<file path="config.mk">
export PLATFORM = sky130hd
export DESIGN_NAME = intel_hex_record_builder_core
export DESIGN_NICKNAME = d
export VERILOG_FILES = /design/src/rtl/ihrb_pkg.sv /design/src/rtl/ihrb_ram.sv /design/src/rtl/intel_hex_record_builder_core.sv
export SDC_FILE = /design/constraint.sdc
export NUM_CORES = 1
export LEC_CHECK = 0
export BUFFER_PORTS_ARGS = -buffer_cell sky130_fd_sc_hd__clkbuf_2
export CORE_MARGIN = 2
export CORE_UTILIZATION = 40
export DETAILED_ROUTE_END_ITERATION = 8
export PLACE_DENSITY = 0.64
export SLEW_MARGIN = 20
export SYNTH_ARGS = -nofsm -noshare
export SYNTH_HDL_FRONTEND = slang
export SYNTH_HIERARCHICAL = 1
export SYNTH_SLANG_ARGS = --single-unit
</file>
<file path="constraint.sdc">
create_clock -name clk -period 3.8 [get_ports clk]
set_input_delay 0.38 -clock clk [delete_from_list [all_inputs] [get_ports clk]]
set_output_delay 0.38 -clock clk [all_outputs]
set_load 0.05 [all_outputs]
</file>
<file path="src/rtl/ihrb_pkg.sv">
// Shared constants, types and codes for the HEX record builder.
package ihrb_pkg;

  localparam int MAX_RECORD_BYTES = 32;
  localparam int ADDR_W = $clog2(MAX_RECORD_BYTES);
  localparam int FILL_W = $clog2(MAX_RECORD_BYTES + 1);
  localparam int LEN_W = 6;
  localparam int WADDR_W = 31;
  localparam int BADDR_W = 32;
  localparam int DATA_W = 32;
  localparam int PADDR_W = 3;

  localparam logic [LEN_W-1:0] LEN_CAP = LEN_W'(MAX_RECORD_BYTES & ~1);
  localparam logic [LEN_W-1:0] LEN_RESET = 6'd16;

  localparam logic REG_LEN = 1'b0;
  localparam logic REG_ENDIAN = 1'b1;

  localparam logic [7:0] TYPE_DATA = 8'h00;
  localparam logic [7:0] TYPE_EOF = 8'h01;
  localparam logic [7:0] TYPE_EXT = 8'h04;

  typedef enum logic [3:0] {
    ST_IDLE,
    ST_OPEN,
    ST_WR0,
    ST_WR1,
    ST_HDR_COUNT,
    ST_HDR_ADHI,
    ST_HDR_ADLO,
    ST_HDR_TYPE,
    ST_DATA,
    ST_CSUM,
    ST_ERR
  } state_t;

  typedef enum logic [1:0] {
    REC_DATA,
    REC_EXT,
    REC_EOF
  } rec_kind_t;

  typedef struct packed {
    logic [7:0] data;
    logic       first;
    logic       last;
    logic       run_last;
    logic       err;
  } emit_t;

endpackage

</file>
<file path="src/rtl/ihrb_ram.sv">
// Generic single-write, single-read RAM with registered read data.
module ihrb_ram #(
  parameter int WIDTH = 8,
  parameter int DEPTH = 32
) (
  input  logic                     clk,
  input  logic                     we,
  input  logic [$clog2(DEPTH)-1:0] waddr,
  input  logic [WIDTH-1:0]         wdata,
  input  logic [$clog2(DEPTH)-1:0] raddr,
  output logic [WIDTH-1:0]         rdata
);

  logic [WIDTH-1:0] mem [DEPTH];

  always_ff @(posedge clk) begin
    if (we) begin
      mem[waddr] <= wdata;
    end
    rdata <= mem[raddr];
  end

endmodule

</file>
<file path="src/rtl/intel_hex_record_builder_core.sv">
// Intel HEX record builder: packs addressed words into binary HEX records.
//
//   channel  | direction | handshake            | payload
//   ---------+-----------+----------------------+----------------------------------------
//   input    | in        | in_valid / in_stall  | word_address, word_data, last_word
//   output   | out       | out_valid / out_stall| record_byte, record_first, record_last,
//            |           |                      | run_last, config_error
//   config   | in        | APB psel / penable   | record_data_bytes @0, little_endian @4
//
// A word that extends the open record is accepted, then written into the record RAM in
// two writes, as the RAM has one write port. A closing record is sent one byte per cycle
// unless the output stalls (5 + data count), then a new record opens; a type-04 record is
// 7 bytes; the last word adds its flush and a 5-byte end record. Reset clears control
// state only; the record RAM is not cleared. A stall on the output holds the output
// register and the record sequencer; the input is stalled whenever the sequencer is busy.
module intel_hex_record_builder_core (
  input  logic                           clk,
  input  logic                           rst,
  input  logic                           in_valid,
  output logic                           in_stall,
  input  logic [ihrb_pkg::WADDR_W-1:0]   word_address,
  input  logic [15:0]                    word_data,
  input  logic                           last_word,
  output logic                           out_valid,
  input  logic                           out_stall,
  output logic [7:0]                     record_byte,
  output logic                           record_first,
  output logic                           record_last,
  output logic                           run_last,
  output logic                           config_error,
  input  logic                           psel,
  input  logic                           penable,
  input  logic                           pwrite,
  input  logic [ihrb_pkg::PADDR_W-1:0]   paddr,
  input  logic [ihrb_pkg::DATA_W-1:0]    pwdata,
  output logic [ihrb_pkg::DATA_W-1:0]    prdata,
  output logic                           pready
);

  ihrb_pkg::state_t                  state;
  ihrb_pkg::state_t                  state_next;
  ihrb_pkg::rec_kind_t               kind;
  logic                              closing;
  logic                              started;
  logic [ihrb_pkg::FILL_W-1:0]       fill;
  logic [ihrb_pkg::BADDR_W-1:0]      base;
  logic [ihrb_pkg::WADDR_W-1:0]      prev_addr;
  logic [ihrb_pkg::LEN_W-1:0]        record_data_bytes;
  logic                              little_endian;
  logic [ihrb_pkg::ADDR_W-1:0]       rd_ptr;
  logic [ihrb_pkg::ADDR_W-1:0]       rd_ptr_next;

  logic [ihrb_pkg::WADDR_W-1:0]      in_addr;
  logic [15:0]                       in_data;
  logic                              in_last;
  logic [7:0]                        sum;
  ihrb_pkg::emit_t                   out_q;
  logic                              out_valid_q;
  ihrb_pkg::emit_t                   emit;
  logic                              emit_valid;

  logic                              accept;
  logic                              out_free;
  logic                              load;
  logic                              cfg_we;
  logic                              cfg_bad;
  logic [ihrb_pkg::LEN_W-1:0]        limit;
  logic                              step_ok;
  logic [15:0]                       top_low;
  logic                              close;
  logic                              ext_needed;
  logic [15:0]                       upper;
  logic [ihrb_pkg::FILL_W-1:0]       last_idx;
  logic                              at_last_idx;

  logic                              ram_we;
  logic [ihrb_pkg::ADDR_W-1:0]       ram_waddr;
  logic [7:0]                        ram_wdata;
  logic [7:0]                        ram_rdata;

  assign pready = 1'b1;
  assign cfg_we = psel && penable && pwrite && pready;
  assign prdata = (paddr[2] == ihrb_pkg::REG_ENDIAN) ? ihrb_pkg::DATA_W'(little_endian)
                                                     : ihrb_pkg::DATA_W'(record_data_bytes);

  assign in_stall = (state != ihrb_pkg::ST_IDLE);
  assign accept = in_valid && !in_stall;
  assign out_free = !out_valid || !out_stall;
  assign load = emit_valid && out_free;

  assign cfg_bad = (record_data_bytes == '0) || record_data_bytes[0];
  assign limit = (record_data_bytes > ihrb_pkg::LEN_CAP) ? ihrb_pkg::LEN_CAP
                                                         : record_data_bytes;
  assign step_ok = ({1'b0, word_address} == ({1'b0, prev_addr} + ihrb_pkg::BADDR_W'(1)));
  assign top_low = base[15:0] + 16'(fill);
  assign close = (top_low == 16'd0) || !step_ok
                 || (ihrb_pkg::LEN_W'(fill) >= limit);
  assign upper = in_addr[ihrb_pkg::WADDR_W-1:ihrb_pkg::WADDR_W-16];
  assign ext_needed = (upper != base[31:16]);
  assign last_idx = (kind == ihrb_pkg::REC_EXT) ? ihrb_pkg::FILL_W'(1)
                                                : fill - ihrb_pkg::FILL_W'(1);
  assign at_last_idx = (ihrb_pkg::FILL_W'(rd_ptr) == last_idx);

  assign out_valid = out_valid_q;
  assign record_byte = out_q.data;
  assign record_first = out_q.first;
  assign record_last = out_q.last;
  assign run_last = out_q.run_last;
  assign config_error = out_q.err;

  ihrb_ram #(
    .WIDTH(8),
    .DEPTH(ihrb_pkg::MAX_RECORD_BYTES)
  ) u_store (
    .clk  (clk),
    .we   (ram_we),
    .waddr(ram_waddr),
    .wdata(ram_wdata),
    .raddr(rd_ptr_next),
    .rdata(ram_rdata)
  );

  always_comb begin
    state_next = state;
    unique case (state)
      ihrb_pkg::ST_IDLE: begin
        if (accept) begin
          priority if (cfg_bad) begin
            state_next = last_word ? ihrb_pkg::ST_ERR : ihrb_pkg::ST_IDLE;
          end else if (!started) begin
            state_next = ihrb_pkg::ST_OPEN;
          end else if (close) begin
            state_next = (fill != '0) ? ihrb_pkg::ST_HDR_COUNT : ihrb_pkg::ST_OPEN;
          end else begin
            state_next = ihrb_pkg::ST_WR0;
          end
        end
      end
      ihrb_pkg::ST_OPEN: begin
        state_next = ext_needed ? ihrb_pkg::ST_HDR_COUNT : ihrb_pkg::ST_WR0;
      end
      ihrb_pkg::ST_WR0: begin
        state_next = ihrb_pkg::ST_WR1;
      end
      ihrb_pkg::ST_WR1: begin
        state_next = in_last ? ihrb_pkg::ST_HDR_COUNT : ihrb_pkg::ST_IDLE;
      end
      ihrb_pkg::ST_HDR_COUNT: begin
        if (out_free) state_next = ihrb_pkg::ST_HDR_ADHI;
      end
      ihrb_pkg::ST_HDR_ADHI: begin
        if (out_free) state_next = ihrb_pkg::ST_HDR_ADLO;
      end
      ihrb_pkg::ST_HDR_ADLO: begin
        if (out_free) state_next = ihrb_pkg::ST_HDR_TYPE;
      end
      ihrb_pkg::ST_HDR_TYPE: begin
        if (out_free) begin
          state_next = (kind == ihrb_pkg::REC_EOF) ? ihrb_pkg::ST_CSUM : ihrb_pkg::ST_DATA;
        end
      end
      ihrb_pkg::ST_DATA: begin
        if (out_free && at_last_idx) state_next = ihrb_pkg::ST_CSUM;
      end
      ihrb_pkg::ST_CSUM: begin
        if (out_free) begin
          unique case (kind)
            ihrb_pkg::REC_EXT:  state_next = ihrb_pkg::ST_WR0;
            ihrb_pkg::REC_DATA: state_next = closing ? ihrb_pkg::ST_HDR_COUNT
                                                     : ihrb_pkg::ST_OPEN;
            ihrb_pkg::REC_EOF:  state_next = ihrb_pkg::ST_IDLE;
            default:            state_next = ihrb_pkg::ST_IDLE;
          endcase
        end
      end
      ihrb_pkg::ST_ERR: begin
        if (out_free) state_next = ihrb_pkg::ST_IDLE;
      end
      default: state_next = ihrb_pkg::ST_IDLE;
    endcase
  end

  always_comb begin
    emit = '0;
    emit_valid = 1'b0;
    ram_we = 1'b0;
    ram_waddr = fill[ihrb_pkg::ADDR_W-1:0];
    ram_wdata = little_endian ? in_data[7:0] : in_data[15:8];
    rd_ptr_next = '0;
    unique case (state)
      ihrb_pkg::ST_WR0: begin
        ram_we = 1'b1;
      end
      ihrb_pkg::ST_WR1: begin
        ram_we = 1'b1;
        ram_waddr = fill[ihrb_pkg::ADDR_W-1:0] + ihrb_pkg::ADDR_W'(1);
        ram_wdata = little_endian ? in_data[15:8] : in_data[7:0];
      end
      ihrb_pkg::ST_HDR_COUNT: begin
        emit_valid = 1'b1;
        emit.first = 1'b1;
        unique case (kind)
          ihrb_pkg::REC_DATA: emit.data = 8'(fill);
          ihrb_pkg::REC_EXT:  emit.data = 8'd2;
          ihrb_pkg::REC_EOF:  emit.data = 8'd0;
          default:            emit.data = 8'd0;
        endcase
      end
      ihrb_pkg::ST_HDR_ADHI: begin
        emit_valid = 1'b1;
        emit.data = (kind == ihrb_pkg::REC_DATA) ? base[15:8] : 8'd0;
      end
      ihrb_pkg::ST_HDR_ADLO: begin
        emit_valid = 1'b1;
        emit.data = (kind == ihrb_pkg::REC_DATA) ? base[7:0] : 8'd0;
      end
      ihrb_pkg::ST_HDR_TYPE: begin
        emit_valid = 1'b1;
        unique case (kind)
          ihrb_pkg::REC_DATA: emit.data = ihrb_pkg::TYPE_DATA;
          ihrb_pkg::REC_EXT:  emit.data = ihrb_pkg::TYPE_EXT;
          ihrb_pkg::REC_EOF:  emit.data = ihrb_pkg::TYPE_EOF;
          default:            emit.data = ihrb_pkg::TYPE_DATA;
        endcase
      end
      ihrb_pkg::ST_DATA: begin
        emit_valid = 1'b1;
        if (kind == ihrb_pkg::REC_EXT) begin
          emit.data = rd_ptr[0] ? upper[7:0] : upper[15:8];
        end else begin
          emit.data = ram_rdata;
        end
        rd_ptr_next = out_free ? rd_ptr + ihrb_pkg::ADDR_W'(1) : rd_ptr;
      end
      ihrb_pkg::ST_CSUM: begin
        emit_valid = 1'b1;
        emit.data = 8'd0 - sum;
        emit.last = 1'b1;
        unique case (kind)
          ihrb_pkg::REC_DATA: emit.run_last = !closing && !in_last && !ext_needed;
          ihrb_pkg::REC_EXT:  emit.run_last = !in_last;
          ihrb_pkg::REC_EOF:  emit.run_last = 1'b1;
          default:            emit.run_last = 1'b0;
        endcase
      end
      ihrb_pkg::ST_ERR: begin
        emit_valid = 1'b1;
        emit.run_last = 1'b1;
        emit.err = 1'b1;
      end
      default: ;
    endcase
  end

  always_ff @(posedge clk) begin
    if (rst) begin
      state <= ihrb_pkg::ST_IDLE;
      kind <= ihrb_pkg::REC_DATA;
      closing <= 1'b0;
      started <= 1'b0;
      fill <= '0;
      base <= '0;
      prev_addr <= '0;
      record_data_bytes <= ihrb_pkg::LEN_RESET;
      little_endian <= 1'b1;
      rd_ptr <= '0;
      out_valid_q <= 1'b0;
    end else begin
      state <= state_next;
      rd_ptr <= rd_ptr_next;
      if (cfg_we) begin
        if (paddr[2] == ihrb_pkg::REG_ENDIAN) begin
          little_endian <= pwdata[0];
        end else begin
          record_data_bytes <= pwdata[ihrb_pkg::LEN_W-1:0];
        end
      end
      if (load) begin
        out_valid_q <= 1'b1;
      end else if (!out_stall) begin
        out_valid_q <= 1'b0;
      end
      unique case (state)
        ihrb_pkg::ST_IDLE: begin
          if (accept && !cfg_bad && started && close && (fill != '0)) begin
            kind <= ihrb_pkg::REC_DATA;
            closing <= 1'b0;
          end
        end
        ihrb_pkg::ST_OPEN: begin
          base <= {in_addr, 1'b0};
          fill <= '0;
          started <= 1'b1;
          if (ext_needed) begin
            kind <= ihrb_pkg::REC_EXT;
            closing <= 1'b0;
          end
        end
        ihrb_pkg::ST_WR1: begin
          fill <= fill + ihrb_pkg::FILL_W'(2);
          prev_addr <= in_addr;
          if (in_last) begin
            kind <= ihrb_pkg::REC_DATA;
            closing <= 1'b1;
          end
        end
        ihrb_pkg::ST_CSUM: begin
          if (out_free) begin
            if (kind == ihrb_pkg::REC_DATA && closing) begin
              kind <= ihrb_pkg::REC_EOF;
            end else if (kind == ihrb_pkg::REC_EOF) begin
              started <= 1'b0;
              fill <= '0;
              base <= '0;
              prev_addr <= '0;
            end
          end
        end
        ihrb_pkg::ST_ERR: begin
          if (out_free) begin
            started <= 1'b0;
            fill <= '0;
            base <= '0;
            prev_addr <= '0;
          end
        end
        default: ;
      endcase
    end
  end

  always_ff @(posedge clk) begin
    if (accept) begin
      in_addr <= word_address;
      in_data <= word_data;
      in_last <= last_word;
    end
    if (load) begin
      out_q <= emit;
      sum <= (state == ihrb_pkg::ST_HDR_COUNT) ? emit.data : sum + emit.data;
    end
  end

`ifndef SYNTH
  a_open_on_start: assert property (@(posedge clk) disable iff (rst)
    (accept && !cfg_bad && !started) |=> (state == ihrb_pkg::ST_OPEN))
    else $error("first word of a stream did not open a record");

  a_fill_even: assert property (@(posedge clk) disable iff (rst)
    (fill[0] == 1'b0) && (fill <= ihrb_pkg::FILL_W'(ihrb_pkg::MAX_RECORD_BYTES)))
    else $error("record fill count odd or out of range");

  a_error_alone: assert property (@(posedge clk) disable iff (rst)
    (out_valid && config_error) |-> (run_last && !record_first && !record_last
                                     && (record_byte == 8'd0)))
    else $error("error item carries record content");

  a_restart_after_end: assert property (@(posedge clk) disable iff (rst)
    (state == ihrb_pkg::ST_CSUM && kind == ihrb_pkg::REC_EOF && out_free)
    |=> (!started && (fill == '0) && (state == ihrb_pkg::ST_IDLE)))
    else $error("stream not restarted after end record");
`endif

endmodule
</file>
==> flow_metrics.tcl <==
set metrics [dict create \
    yosysTopAreaCell "edfxtp_1" \
    power.density_nw_per_um2 561.0 \
    via_per_inst 5.609 \
    skew_ns 0.01006 \
    die_w_um 222.1 \
    crit_fanout 7 \
    ant_nets 0 \
    nFillCells 4117 \
    core_um2 46750 \
    dp_hpwl_um 31490 \
    areaGrowthSynthToFinish_pct 15.77 \
    clkSlewWorstSetupHoldPaths_ns 0.06 \
    start_kind "flip-flop" \
    worstSetupPathType "flip-flop to flip-flop" \
    nets 1667 \
    first_global_vias 12082 \
    ir_drop_mv 0.3089 \
    antenna_found_initial 2 \
    cp_data_required_time_ns 4.25 \
    crit_start "prev_addr[2]$_SDFFE_PP0P_" \
    synth_cells 1414 \
    status "completed" \
    cts_buffers 44 \
    drc 0 \
    slew_headroom_pct 33.78 \
    maxCapViolCount 0 \
    min_path_type "primary input to flip-flop" \
    regToRegStartpoint "prev_addr[2]$_SDFFE_PP0P_" \
    gr-usage-all-layers_pct 18.53 \
    wl_met1_um 19320 \
    fmax_ghz 0.2764 \
    avgSynthCellArea_um2 13.45 \
    finalSetupTns_ns 0 \
    post_cts_buffers 0 \
    die_area_um2 49310 \
    grt_pass1_wl_um 70530 \
    synth_top_cell_area_share_pct 51.16 \
    whs_endpoint "in_addr[13]$_DFFE_PP_" \
    cts_buffer_depth 3 \
    worstRegToRegCells 9 \
    cp.arrival_ns 4.07 \
    rrSetupSlack_ns 0.18 \
    cts-root-buf "clkbuf_16" \
    p_leak_nw 7.265 \
    hold_viol 0 \
    rsz0062_at_grt "no" \
    syn_area_um2 19020 \
    grt_overflow 0 \
    diodes 0 \
    rows 79 \
    slew_violations 0 \
    wl_um 46130 \
    r2r_end "kind[0]$_SDFFE_PP0P_" \
    die_y_um 222.1 \
    clk_latency_ns 0.58 \
    clock_sinks 420 \
    power.total_w 0.01235 \
    synth_area_leaders "edfxtp_1, dfxtp_1, mux4_2" \
    yosys_register_bits 420 \
    holdPathStages 1 \
    wl_per_cell_um 21.06 \
    top_layer_used "met5" \
    dr_total_vias 12283 \
    cts_tree "yes" \
    drive_gt1_share_pct 21.73 \
    min_from "word_address[13]" \
    firstDrtPassIters 5 \
    synth-edff-count 324 \
    cp-end-kind "flip-flop" \
    gp_congestion 0.9081 \
    ios 137 \
    synthTopCellsByCount "edfxtp_1, nand3_1, nor2_1" \
    synth_cell_type_count 76 \
    start_util_pct 40.68 \
    synthFlopType "edfxtp_1" \
    ys_seq_area_share_pct 61.26 \
    io_buffers 81 \
    wl_met2_um 22670 \
    ys_async_sr_fraction_pct 0 \
    cts_max_level 2 \
    wl_met3_um 2832 \
    first_iter_violations 1247 \
    grt_max_degree 53 \
    yosysWarnings 6 \
    post-route-period-util_pct 95.20 \
    worstMarginPinSlew_ns 0.9922 \
    setup_viol 0 \
    synth.most_common_cell "edfxtp_1" \
    post-route-min-period_ns 3.618 \
]
==> placed cells by master (no fill, tap or decap), types with 5 or more instances in the layout <==
cell | netlist | routed
nor2_1 | 99 | 94
nor2b_1 | 24 | 23
nand3_1 | 111 | 111
nand3b_1 | 8 | 8
o22ai_1 | 7 | 7
clkbuf_1 | 54 | 8
o31ai_1 | 6 | 6
buf_4 | 33 | 64
clkbuf_2 | 1 | 80
nor3b_1 | 5 | 5
o21ai_0 | 24 | 24
conb_1 | 2 | 27
a22oi_1 | 5 | 5
inv_1 | 21 | 21
clkinv_1 | 2 | 6
nor4b_1 | 5 | 5
nand2b_1 | 12 | 11
mux2i_1 | 21 | 21
dlygate4sd3_1 | 0 | 22
mux4_2 | 80 | 80
nor3_1 | 23 | 22
xor2_1 | 32 | 32
mux2_2 | 20 | 20
a21o_1 | 6 | 6
a211oi_1 | 7 | 7
a21oi_1 | 98 | 98
xnor2_1 | 50 | 49
nor4_1 | 10 | 10
or3_1 | 6 | 6
nand4_1 | 21 | 21
edfxtp_1 | 324 | 324
ha_1 | 23 | 23
clkinv_2 | 0 | 9
a31oi_1 | 6 | 6
dfxtp_1 | 96 | 94
clkbuf_16 | 0 | 45
nand2_1 | 83 | 82
==> kinds of logic after synthesis <==
| group | Yosys count | share of synthesized area (%) |
|---|---|---|
| AOI/OAI and AO/OA | 200 | 6.572 |
| other | 2 | 0.03949 |
| xor gates and xnor gates | 82 | 3.776 |
| adders and majority gates | 25 | 1.724 |
| and+or+nand+nor | 435 | 11.52 |
| muxes | 123 | 11.88 |
| buffers and inverters | 127 | 3.224 |
| DFF | 420 | 61.26 |
==> metal layers <==
layer / vias to the layer above / global-route usage (%)
met2: 386 / 30.48
met1: 6195 / 24.76
met5: - / 0.5865
li1: 5616 / -
met3: 82 / 3.154
met4: 4 / 6.582
==> worst max-delay path, cell delays in order (launching register included) <==
cell,delay [ns]
dfxtp_1,0.42
nand3_1,0.20
or4b_2,0.70
o211a_1,0.19
a2111oi_4,0.32
nand4b_1,0.12
or4_4,0.58
or3_4,0.36
a32o_2,0.29
mux2_1,0.31
==> report_power, final <==
| group | switching, W | total [W] | internal (W) |
|---|---|---|---|
| Combinational | 0.00146 | 0.00219 | 0.000735 |
| Sequential | 0.000312 | 0.00587 | 0.00556 |
| Clock | 0.00178 | 0.00428 | 0.00251 |
==> how the worst max path moves through the flow <==
stage	to	depth (start not counted)
final	kind[0]$_SDFFE_PP0P_	9
after CTS	kind[0]$_SDFFE_PP0P_	10
after floorplan	sum[7]$_DFFE_PP_	17
after global routing	kind[0]$_SDFFE_PP0P_	10
after detailed placement	kind[0]$_SDFFE_PP0P_	10
after global placement	sum[7]$_DFFE_PP_	15
==> registers in the layout, indices dropped and copies added (netlist names), 2 cells and up <==
register	count
kind	2
u_store/rdata	8
prev_addr	31
base	31
record_byte	8
state	4
in_data	16
record_data_bytes	6
rd_ptr	5
sum	8
in_addr	31
fill	5
u_store/mem	256
==> repair_timing <==
action                                  in CTS  in global routing
hold endpoints to repair                    22                  0
hold buffers                                22                  0
resized for setup                            0                  4
endpoints found under the setup margin       0                  2
==> through the flow <==
step                worst slack [ns]  std cells  utilization, %  hold WS (ns)  cell area, µm²
finish                        0.1824       2190           47.09       0.02434           22020
CTS                           0.1444       2190           47.06      0.002219           22000
floorplan                     0.2087       1439               -        0.4394           19110
global placement              0.2069       2091           43.51        0.4654           20340
detailed placement            0.1723       2091           43.51        0.4744           20340
global route                 0.01187       2190           47.09       0.01575           22020
==> cell type report <==
class	count	area (µm²)	share of cell area, %
clock inverters	21	242.7	1.102
well taps	607	759.5	3.449
repair buffers	171	1186	5.387
clock buffers	56	1197	5.438
multi-input cells	892	6892	31.30
inverters	23	86.33	0.3921
flip-flops and latches	420	11650	52.93
Note: power is estimated with default switching activity, not from simulation.
